## config.mk

```make
export PLATFORM = sky130hd
export DESIGN_NAME = lfnf_div
export DESIGN_NICKNAME = d
export VERILOG_FILES = /design/src/rtl/lax_friedrichs_net_flux_core_macros.svh /design/src/rtl/lfnf_pkg.sv /design/src/rtl/lfnf_div.sv
export SDC_FILE = /design/constraint.sdc
export NUM_CORES = 1
export LEC_CHECK = 0
export BUFFER_PORTS_ARGS = -buffer_cell sky130_fd_sc_hd__buf_2
export CAP_MARGIN = 25
export CORE_MARGIN = 10
export CORE_UTILIZATION = 62
export CTS_CLUSTER_SIZE = 20
export DETAILED_ROUTE_END_ITERATION = 6
export PLACE_DENSITY = 0.86
export SYNTH_ARGS = -nofsm -noshare
export SYNTH_HDL_FRONTEND = slang
export SYNTH_SLANG_ARGS = --single-unit
```

## constraint.sdc

```tcl
create_clock -name clk -period 5.05 [get_ports clk]
set_input_delay 0 -clock clk [delete_from_list [all_inputs] [get_ports clk]]
set_output_delay 0 -clock clk [all_outputs]
set_load 0.1 [all_outputs]
```

## src/rtl/lax_friedrichs_net_flux_core_macros.svh

```systemverilog
// assertion macros for the lax-friedrichs net flux block
// no dependencies; the including module must have clk and rst_n
`ifndef LAX_FRIEDRICHS_NET_FLUX_CORE_MACROS_SVH
`define LAX_FRIEDRICHS_NET_FLUX_CORE_MACROS_SVH

// same-cycle implication, off during reset
`define LFNF_CHECK(label, ante, cons) \
    label: assert property (@(posedge clk) disable iff (!rst_n) (ante) |-> (cons)) \
        else $error("lfnf check failed");

// next-cycle implication, off during reset
`define LFNF_CHECK_NEXT(label, ante, cons) \
    label: assert property (@(posedge clk) disable iff (!rst_n) (ante) |=> (cons)) \
        else $error("lfnf next-cycle check failed");

`endif

```

## src/rtl/lfnf_pkg.sv

```systemverilog
// types and fixed constants for the lax-friedrichs net flux block
// no dependencies; used by lfnf_div and lax_friedrichs_net_flux_core
package lfnf_pkg;

    localparam int DATA_W  = 32;
    localparam int WIDTH_W = 31;
    localparam int NUM_W   = 48;
    localparam int QUO_W   = 31;
    localparam int QCNT_W  = $clog2(QUO_W + 1);

    localparam logic [0:0] REG_WAVE_SPEED      = 1'b0;
    localparam logic [0:0] REG_COMPONENT_COUNT = 1'b1;

    typedef enum logic [2:0] {
        ST_IDLE,
        ST_MUL,
        ST_FLUX,
        ST_DIFF,
        ST_DIV,
        ST_OUT
    } state_t;

    typedef struct packed {
        logic                 start;
        logic                 neg;
        logic [NUM_W-1:0]     num;
        logic [WIDTH_W-1:0]   den;
    } div_req_t;

    typedef struct packed {
        logic                 done;
        logic [DATA_W-1:0]    quot;
    } div_rsp_t;

endpackage

```

## src/rtl/lfnf_div.sv

```systemverilog
// radix-2 restoring divider: signed result of magnitude / width, saturated
// depends on lfnf_pkg
module lfnf_div
(
    input  logic              clk,
    input  logic              rst_n,
    input  lfnf_pkg::div_req_t req,
    output lfnf_pkg::div_rsp_t rsp
);

    logic                              busy_reg;
    logic                              done_reg;
    logic                              ovf_reg;
    logic                              neg_reg;
    logic [lfnf_pkg::QCNT_W-1:0]       cnt_reg;
    logic [lfnf_pkg::QUO_W-1:0]        rem_reg;
    logic [lfnf_pkg::QUO_W-1:0]        quo_reg;
    logic [lfnf_pkg::WIDTH_W-1:0]      den_reg;

    logic [lfnf_pkg::WIDTH_W-1:0]      num_hi;
    logic signed [lfnf_pkg::QUO_W+1:0] trial;
    logic                              qbit;

    // top part of the numerator; quotient >= 2^31 exactly when it is >= den
    assign num_hi = lfnf_pkg::WIDTH_W'(req.num[lfnf_pkg::NUM_W-1:lfnf_pkg::QUO_W]);

    assign trial = $signed({1'b0, rem_reg, quo_reg[lfnf_pkg::QUO_W-1]})
                 - $signed({2'b00, den_reg});
    assign qbit  = !trial[lfnf_pkg::QUO_W+1];

    always_ff @(posedge clk or negedge rst_n)
    begin
        if (!rst_n)
        begin
            busy_reg <= 1'b0;
            done_reg <= 1'b0;
            cnt_reg  <= '0;
        end
        else
        begin
            done_reg <= 1'b0;
            if (req.start)
            begin
                if (num_hi >= req.den)
                begin
                    busy_reg <= 1'b0;
                    done_reg <= 1'b1;
                end
                else
                begin
                    busy_reg <= 1'b1;
                    cnt_reg  <= lfnf_pkg::QCNT_W'(lfnf_pkg::QUO_W);
                end
            end
            else if (busy_reg)
            begin
                cnt_reg <= cnt_reg - lfnf_pkg::QCNT_W'(1);
                if (cnt_reg == lfnf_pkg::QCNT_W'(1))
                begin
                    busy_reg <= 1'b0;
                    done_reg <= 1'b1;
                end
            end
        end
    end

    always_ff @(posedge clk)
    begin
        if (req.start)
        begin
            ovf_reg <= (num_hi >= req.den);
            neg_reg <= req.neg;
            den_reg <= req.den;
            rem_reg <= num_hi;
            quo_reg <= req.num[lfnf_pkg::QUO_W-1:0];
        end
        else if (busy_reg)
        begin
            rem_reg <= qbit ? trial[lfnf_pkg::QUO_W-1:0]
                            : {rem_reg[lfnf_pkg::QUO_W-2:0], quo_reg[lfnf_pkg::QUO_W-1]};
            quo_reg <= {quo_reg[lfnf_pkg::QUO_W-2:0], qbit};
        end
    end

    always_comb
    begin
        rsp.done = done_reg;
        if (ovf_reg)
            rsp.quot = neg_reg ? 32'h8000_0000 : 32'h7FFF_FFFF;
        else if (neg_reg)
            rsp.quot = -{1'b0, quo_reg};
        else
            rsp.quot = {1'b0, quo_reg};
    end

endmodule
```

==> impl_metrics.json, run 1 <==
{
  "skew_ps": 8.03,
  "timing.final.crit_share_pct": 77.0,
  "rsz0062_at_grt": "no",
  "num_vias": 6771,
  "arrival_ps": 3890,
  "end_kind": "output port",
  "drive_gt1_share_pct": 18.8,
  "ir_worst_vdd_v": 0.000325,
  "hold_buffers": 76,
  "start_kind": "flip-flop",
  "synth_ff_type": "edfxtp_1",
  "yosysSeqAreaShare_pct": 39.6,
  "clk_latency_ps": 350,
  "max_freq_ghz": 0.257,
  "std_cell_rows": 39,
  "grt_pass1_wl_mm": 32.6,
  "async_reset_ff_share_pct": 6.86,
  "die_x_um": 128,
  "stdcell_count": 1099,
  "slew_violations": 0,
  "wl_per_cell_um": 18.1,
  "crit_fanout": 8,
  "cts_sinks": 102,
  "netlist_area_um2": 7300,
  "synth_edf_count": 81,
  "period_needed_ps": 3890,
  "post-route-drc-count": 0,
  "grt_max_degree": 63,
  "gp_congestion": 0.924,
  "required_ps": 5050,
  "outcome": "complete, no violations",
  "drtIter0Drc": 602,
  "grt_pass1_vias": 6784,
  "criticalPathCategory": "reg -> out",
  "viasPerCell": 6.16,
  "post_cts_buffers": 0,
  "place_inst": 1005,
  "synth-seq-cells": 102,
  "clk_pin_slew_ps": 60,
  "core-area_um2": 11500,
  "htree_levels": 3,
  "io_pins": 116,
  "p_leak_nw": 3.79,
  "drv_cap": 0,
  "synth.distinct_cells": 68,
  "cts_resized": 0,
  "areaGrowthSynthToFinish_pct": 22.8,
  "fillCellCount": 762,
  "syn_avg_cell_area_um2": 9.29,
  "antenna_found_initial": 2,
  "tns_ps": 0,
  "relSlewSlack_pct": 42.1,
  "hold_class": "in -> async",
  "fin_util_pct": 78.1,
  "clock_path_buffers": 2,
  "drtPass1Iterations": 6,
  "drt.antenna.violating_nets": 0,
  "initial_core_util_pct": 63.6,
  "die_y_um": 128,
  "grt_remaining_overflow": 0,
  "cts_buffers": 9,
  "wirelength_mm": 19.9,
  "nets": 1084,
  "yosys_warnings": 0,
  "track_usage_pct": 23.9,
  "syn_inst": 785,
  "hpwl_mm": 13.4,
  "worst_pin_slew_ps": 866,
  "hold_viol_final": 0,
  "die_area_um2": 16500,
  "synth_nets": 920,
  "setup_violations": 0,
  "port_buffers": 115,
  "cts_tree": "built",
  "powerDensity_nw_per_um2": 315,
  "root_buffer": "clkbuf_16"
}
==> critical path: stages (launching register included) <==
cell and delay [ps]:
edfxtp_1 430, inv_1 110, ha_1 180, clkinv_1 130
nor3_4 210, nand4_1 190, or4_4 530, or3_1 450
or2_1 300, o41ai_1 340, nand2_1 90, o311ai_1 90
buf_2 480
==> layout make-up <==
type	instances	area, µm²	share of cell area (%)
tap	143	179	2.00
multi-input combinational	575	4000	44.7
sequential	102	2890	32.2
inverter	64	240	2.68
timing repair buffer	197	1380	15.4
antenna	3	7.51	0.0838
clock inverter	4	25.0	0.279
clock buffer	11	233	2.60
==> through the flow <==
stage          cell area, µm²  hold WS [ps]  power, mW  setup slack, ps
6_report                 8960          14.1       2.82             1160
5_1_grt                  8950          25.7       2.97              876
4_1_cts                  8950          7.60       2.81             1170
3_5_place_dp             7930          -156       2.14             1560
3_3_place_gp             7930          -162       2.11             1700
2_1_floorplan            7300          -296       1.91              507
==> report_power, final <==
| part | internal, mW | total, mW | switching (mW) |
|---|---|---|---|
| registers | 1.01 | 1.09 | 0.0778 |
| logic | 0.376 | 1.11 | 0.731 |
| clock network | 0.330 | 0.626 | 0.296 |
| total | 1.72 | 2.82 | 1.10 |
==> routing by layer <==
metal	track usage [%]	wire length, µm
met5	0	0
met4	10.3	541
met3	5.09	1380
met2	41.7	10100
met1	27.7	7900
==> cell usage in the layout (no fill, tap or decap), types with 9 or more instances in the layout <==
cell and instances:
a211oi_1 11, a21o_1 9, a21oi_1 60, a221o_1 11, buf_2 114, clkbuf_16 9
dfxtp_1 14, dlygate4sd3_1 76, edfxtp_1 81, ha_1 51, inv_1 62, mux2_2 36
nand2_1 66, nand2b_1 13, nand3_1 14, nand4_1 12, nor2_1 64, nor2b_1 9
nor3_1 13, o211ai_1 18, o21a_1 14, o21ai_0 23, o21ai_1 25, o41ai_1 11
xnor2_1 13, xor2_1 20
==> cells in the mapped netlist (all sizes together), types with 5 or more instances <==
master	instances	area, µm²
nand2b	13	81.3
edfxtp	81	2430
o21ai	49	245
a21o	9	67.6
dfrtp	7	175
o41ai	11	96.3
or3	7	48.8
o211ai	18	135
o21a	14	105
xor2	20	175
buf	8	42.5
xnor2	13	114
a221o	11	110
o211a	6	60.1
a31oi	7	43.8
nor3	15	91.3
dfxtp	14	280
ha	51	638
nand3	14	70.1
nor2	64	240
mux2	36	405
clkbuf	36	135
o311ai	10	87.6
nand2	66	248
nor4	5	31.3
o31ai	5	51.3
a211oi	11	82.6
nand4	12	75.1
inv	63	236
a21oi	60	300
nor2b	9	56.3
or4	6	52.6
==> path summary, 6_finish.rpt <==
path,startpoint,endpoint,slack (ps),depth (start not counted)
worst max-delay path,quo_reg[0],rsp[30],1160,12
worst min-delay path,rst_n,busy_reg,10,2
worst max register to register,quo_reg[30],rem_reg[10],1780,12
worst min register to register,rem_reg[30],rem_reg[30],510,2
max in group asynchronous,rst_n,cnt_reg[2],4880,2
min in group clk,req[68],rem_reg[6],30,3
==> kinds of logic (layout without fill, tap and decap cells) <==
group                    Yosys count  after routing  share of synthesized area [%]
AO/OA/AOI/OAI                    230            230                           21.2
XOR/XNOR                          33             33                           3.96
adder cells (fa/ha/maj)           52             52                           9.02
buffers and inverters            108            276                           5.73
flip-flops                       102            102                           39.6
multiplexers                      37             37                           5.69
other                              0              3                              0
AND/OR/NAND/NOR                  223            223                           14.9
Note: power is estimated with default switching activity, not from simulation.
==> inputs of run 2 (changes only) <==
- ABC_AREA: unset -> 1
- CORE_UTILIZATION: 62 -> 59
- PLACE_DENSITY: 0.86 -> 0.81
- clock period: 5.05 -> 3.7 ns (I/O delays scaled with it)
==> impl_metrics.json, run 2 <==
{
  "seqPwrFrac_pct": 28.6,
  "wirelength_mm": 25.2,
  "r2r-start": "quo_reg[30]",
  "cts_sinks": 102,
  "final_cell_mix": "nand2_1, inv_1, buf_2",
  "drt.antenna.violating_nets": 0,
  "multi_input_area_um2": 4550,
  "p_leak_nw": 5.63,
  "holdPathStages": 3,
  "initial_core_util_pct": 60.8,
  "fillCellCount": 1092,
  "netlist_area_um2": 8540,
  "areaGrowthSynthToFinish_pct": 21.4,
  "drtPass1Iterations": 5,
  "clk_latency_ps": 370,
  "hpwl_mm": 17.7,
  "layout_commonest_cell": "nand2_1",
  "die_area_um2": 19700,
  "die_y_um": 140,
  "syn_avg_cell_area_um2": 6.64,
  "yosys_warnings": 0,
  "combPwrFrac_pct": 53.6,
  "tns_ps": 0,
  "grt_pass1_vias": 8572,
  "synth_top_area_share_pct": 28.5,
  "crit_path_top_delay_cell": "nand2_4",
  "clk_pin_slew_ps": 80,
  "rsz0062_at_grt": "no",
  "synth_ff_type": "edfxtp_1",
  "timing.final.crit_share_pct": 82.1,
  "synth_edf_count": 81,
  "grt_remaining_overflow": 0,
  "max_freq_ghz": 0.329,
  "gp_congestion": 0.978,
  "crit_fanout": 40,
  "powerDensity_nw_per_um2": 544,
  "clock_path_buffers": 2,
  "wl_per_cell_um": 15.1,
  "synth.area.top_cells": "edfxtp_1, nand2_1, inv_1",
  "drive_gt1_share_pct": 11.3,
  "nets": 1606,
  "dp_slack_ps": 714,
  "std_cell_rows": 43,
  "relSlewSlack_pct": 52.8,
  "start_kind": "flip-flop",
  "hold-worst-slack_ps": 83.3,
  "slowest_delay_ps": 440,
  "stdcell_count": 1662,
  "yosysSeqAreaShare_pct": 33.8,
  "synth_commonest_cells": "nand2_1, inv_1, nor2_1",
  "hold_path.startpoint": "req[31]",
  "crit_path_start": "quo_reg[30]",
  "async_reset_ff_share_pct": 6.86,
  "ff_latch_area_um2": 2890,
  "slew_violations": 0,
  "worstRegToRegCells": 15,
  "criticalPathCategory": "reg -> reg",
  "viasPerCell": 5.32,
  "place_inst": 1559,
  "worst-path-buf-inv": 2,
  "ir_worst_vdd_v": 0.000380,
  "yosysTopAreaCell": "edfxtp_1",
  "synth_nets": 1421,
  "synth.distinct_cells": 49,
  "num_vias": 8837,
  "cts_buffers": 9,
  "cts_tree": "built",
  "die_x_um": 140,
  "core-area_um2": 14000,
  "p_sw_mw": 2.72,
  "hold_class": "in -> reg",
  "required_ps": 3830,
  "antenna_found_initial": 0,
  "port_buffers": 115,
  "grt_pass1_wl_mm": 40.7,
  "worst_pin_slew_ps": 708,
  "critPathTopFamily": "simple AND/OR/NAND/NOR gates",
  "setup_violations": 0,
  "p_int_mw": 2.92,
  "arrival_ps": 3160,
  "clkPwrFrac_pct": 17.8,
  "htree_levels": 3,
  "cp_num_cells": 15,
  "end_kind": "flip-flop",
  "swShare_pct": 48.2,
  "synth-seq-cells": 102,
  "outcome": "complete, no violations",
  "track_usage_pct": 24.8,
  "root_buffer": "clkbuf_16",
  "hold_viol_final": 0,
  "synth_most_common_cell": "nand2_1",
  "post-route-drc-count": 0,
  "worst_path_most_repeated_cell": "nand2_1",
  "grt_max_degree": 56,
  "skew_ps": 11.6,
  "drv_cap": 0,
  "drtIter0Drc": 713,
  "period_needed_ps": 3040,
  "fin_ws_ps": 664,
  "io_pins": 116,
  "syn_inst": 1286,
  "crit_chain": "inv_1 -> ha_1 -> fa_1 -> inv_1 -> nand3_1 -> nand2_1 -> nand2_1 -> nand2_1 -> nand2_1 -> nand2_2 -> nand2_4 -> nand2_4 -> o21ai_1 -> nand3_1 -> nand2_1"
}
## run 2: changes by cell type after synthesis, sizes merged, moves of 13 or more
cell    delta
nand2    +407
inv      +178
nand3     +79
nor2      +44
mux2      -36
a21oi     -35
nand3b    +27
clkbuf    -24
o211ai    -17
nand2b    -13
o21a      -13
## run 2: stage by stage
stage,utilization [%],total power [mW],cell area (µm²)
floorplan,-,3.95,8540
global placement,65.8,4.46,9230
global route,73.7,6.03,10400
detailed placement,65.8,4.51,9230
CTS,73.7,5.59,10400
finish,73.8,5.64,10400
## run 2: per-layer routing
| metal | GRT usage [%] | share of wire (%) | up-vias |
|---|---|---|---|
| li1 | - | - | 4398 |
| met1 | 29.2 | 41 | 3984 |
| met2 | 42.3 | 49 | 383 |
| met3 | 5.41 | 7.4 | 72 |
| met4 | 11.0 | 3.2 | 0 |
| met5 | 0 | 0 | - |
## run 2: layout make-up
cell class                 count  share of cell area [%]
antenna                        6                   0.145
clock buffer                   9                    2.17
clock inverter                 7                   0.785
inverter                     248                    8.98
multi-input combinational    906                    43.9
sequential                   102                    27.9
tap                          180                    2.17
timing repair buffer         204                    14.0
## run 2: logic make-up (layout without fill, tap and decap cells)
logic type,Yosys count,after routing,synth area share (%)
buffers and inverters,278,468,12.9
other,0,6,0
DFF,102,102,33.8
adders and majority gates,52,52,7.70
and+or+nand+nor,738,738,36.6
xor gates and xnor gates,33,33,3.38
AOI/OAI and AO/OA,83,83,5.57
## run 2: repair_timing
item                                   in CTS  in global routing
buffers inserted                            0                  0
gates resized for setup                     0                  0
hold buffers                               81                  0
endpoints found under the hold margin      86                  0
## run 2: path summary, 6_finish.rpt
path,slack (ps),to
max in group asynchronous,2840,busy_reg
worst min register to register,480,rem_reg[18]
worst min-delay path,80,quo_reg[0]
worst max-delay path,660,rem_reg[16]
min in group asynchronous,600,cnt_reg[2]
worst max register to register,660,rem_reg[16]
## run 2: power groups by stage
stage	logic, mW	clock network, mW	registers (mW)
floorplan	2.36	0	1.59
global placement	2.83	0	1.63
detailed placement	2.88	0	1.63
CTS	2.97	1.01	1.61
global route	3.34	1.05	1.64
finish	3.02	1.00	1.61
## run 2: tightest hold or removal path: stages
cell and delay [ps]:
buf_2 120, nor2_1 100, a31oi_1 60
==> inputs of run 3 (changes only) <==
- ABC_AREA: 1 -> 0
- CORE_UTILIZATION: 59 -> 52
- PLACE_DENSITY: 0.81 -> 0.77
- clock period: 3.7 -> 2.5 ns (I/O delays scaled with it)
==> impl_metrics.json, run 3 (same netlist as run 1, synthesis figures left out) <==
{
  "outcome": "finished, violations left",
  "violations": "negative setup slack",
  "std_cell_rows": 43,
  "critPathTopFamily": "simple AND/OR/NAND/NOR gates",
  "ir_worst_vdd_v": 0.000442,
  "end_kind": "output port",
  "worst-path-buf-inv": 4,
  "htree_levels": 3,
  "hold_viol_final": 0,
  "crit_path_top_delay_cell": "or4_4",
  "relSlewSlack_pct": 51.6,
  "start_kind": "flip-flop",
  "criticalPathCategory": "reg -> out",
  "areaGrowthSynthToFinish_pct": 64.3,
  "stdcell_count": 1290,
  "p_sw_mw": 2.94,
  "io_pins": 116,
  "slew_violations": 0,
  "grt_remaining_overflow": 0,
  "port_buffers": 115,
  "p_leak_nw": 5.06,
  "viasPerCell": 6.35,
  "worst_pin_slew_ps": 726,
  "cts_tree": "built",
  "post_dp_cell_area_um2": 9660,
  "root_buffer": "clkbuf_16",
  "clk_pin_slew_ps": 70,
  "swShare_pct": 40.6,
  "dp_slack_ps": -501,
  "drtPass1Iterations": 6,
  "track_usage_pct": 25.6,
  "drv_cap": 0,
  "place_inst": 1154,
  "die_area_um2": 19200,
  "crit_chain": "inv_2 -> ha_4 -> clkinv_4 -> nor3_4 -> nand4_1 -> or4_4 -> or3_4 -> buf_6 -> or2_4 -> o41ai_4 -> nand2_1 -> o311ai_4 -> buf_12",
  "max_freq_ghz": 0.292,
  "die_x_um": 138,
  "fin_util_pct": 86.7,
  "fin_ws_ps": -925,
  "final_cell_mix": "buf_4, buf_2, edfxtp_1",
  "clk_latency_ps": 370,
  "arrival_ps": 3430,
  "power_mw": 7.23,
  "grt_pass1_wl_mm": 40.8,
  "cts_buffers": 9,
  "skew_ps": 13.8,
  "hpwl_mm": 15.9,
  "setup_violations": 50,
  "grt_max_degree": 48,
  "crit_fanout": 3,
  "antenna_found_initial": 3,
  "slowest_delay_ps": 470,
  "wl_per_cell_um": 23.0,
  "rsz0062_at_grt": "yes",
  "cts_sinks": 102,
  "nets": 1237,
  "die_y_um": 138,
  "combPwrFrac_pct": 50.4,
  "powerDensity_nw_per_um2": 603,
  "grt_pass1_vias": 7924,
  "period_needed_ps": 3430,
  "tns_ps": -26340,
  "clock_path_buffers": 2,
  "core-area_um2": 13800,
  "hold-worst-slack_ps": 24.7,
  "drive_gt1_share_pct": 43.2,
  "final_area_um2": 12000,
  "drtIter0Drc": 1171,
  "post-route-drc-count": 0,
  "layout_commonest_cell": "buf_4",
  "seqPwrFrac_pct": 30.6,
  "timing.final.crit_share_pct": 137,
  "clkPwrFrac_pct": 18.9,
  "drt.antenna.violating_nets": 0,
  "required_ps": 2500,
  "initial_core_util_pct": 52.8,
  "hold_class": "in -> async",
  "wirelength_mm": 29.7,
  "num_vias": 8189,
  "gp_congestion": 0.916,
  "p_int_mw": 4.29
}
run 3: path summary, 6_finish.rpt:
kind | endpoint | slack (ps) | start | depth (start not counted)
max | rsp[30] | -930 | quo_reg[1] | 13
min | cnt_reg[2] | 20 | rst_n | 2
max reg2reg | rem_reg[6] | -590 | rem_reg[14] | 12
min reg2reg | rem_reg[30] | 510 | rem_reg[30] | 2
max in group asynchronous | cnt_reg[4] | 2290 | rst_n | 2
min in group clk | rem_reg[6] | 40 | req[68] | 3
run 3: metal layers:
metal / GRT usage (%) / up-vias / wire length (µm)
met4: 11.3 / 0 / 1850
met1: 28.5 / 3909 / 10400
met3: 4.76 / 184 / 2460
li1: - / 3555 / -
met2: 46.2 / 541 / 15000
met5: 0 / - / 0
run 3: power by group through the flow:
| stage | clock, mW | combinational [mW] | sequential (mW) |
|---|---|---|---|
| 2_1_floorplan | 0 | 1.80 | 2.19 |
| 3_3_place_gp | 0 | 2.80 | 2.18 |
| 3_5_place_dp | 0 | 2.85 | 2.19 |
| 4_1_cts | 1.33 | 3.16 | 2.17 |
| 5_1_grt | 1.42 | 3.80 | 2.23 |
| 6_report | 1.37 | 3.65 | 2.21 |
run 3: area by class of cell:
| class | instances | area [µm²] |
|---|---|---|
| fill | 594 | 1840 |
| clock inverter | 6 | 37.5 |
| timing repair buffer | 350 | 3220 |
| clock buffer | 10 | 229 |
| multi-input combinational | 575 | 5130 |
| sequential | 102 | 2890 |
| inverter | 64 | 245 |
| antenna | 3 | 7.51 |
| tap | 180 | 225 |
run 3: repair_timing:
action | 4_1_cts | 5_1_grt
hold buffers | 78 | 0
resized for setup | 96 | 103
gates cloned | 2 | 3
pin swaps | 48 | 48
endpoints found under the hold margin | 85 | 0
buffers inserted | 16 | 24
endpoints found under the setup margin | 47 | 56
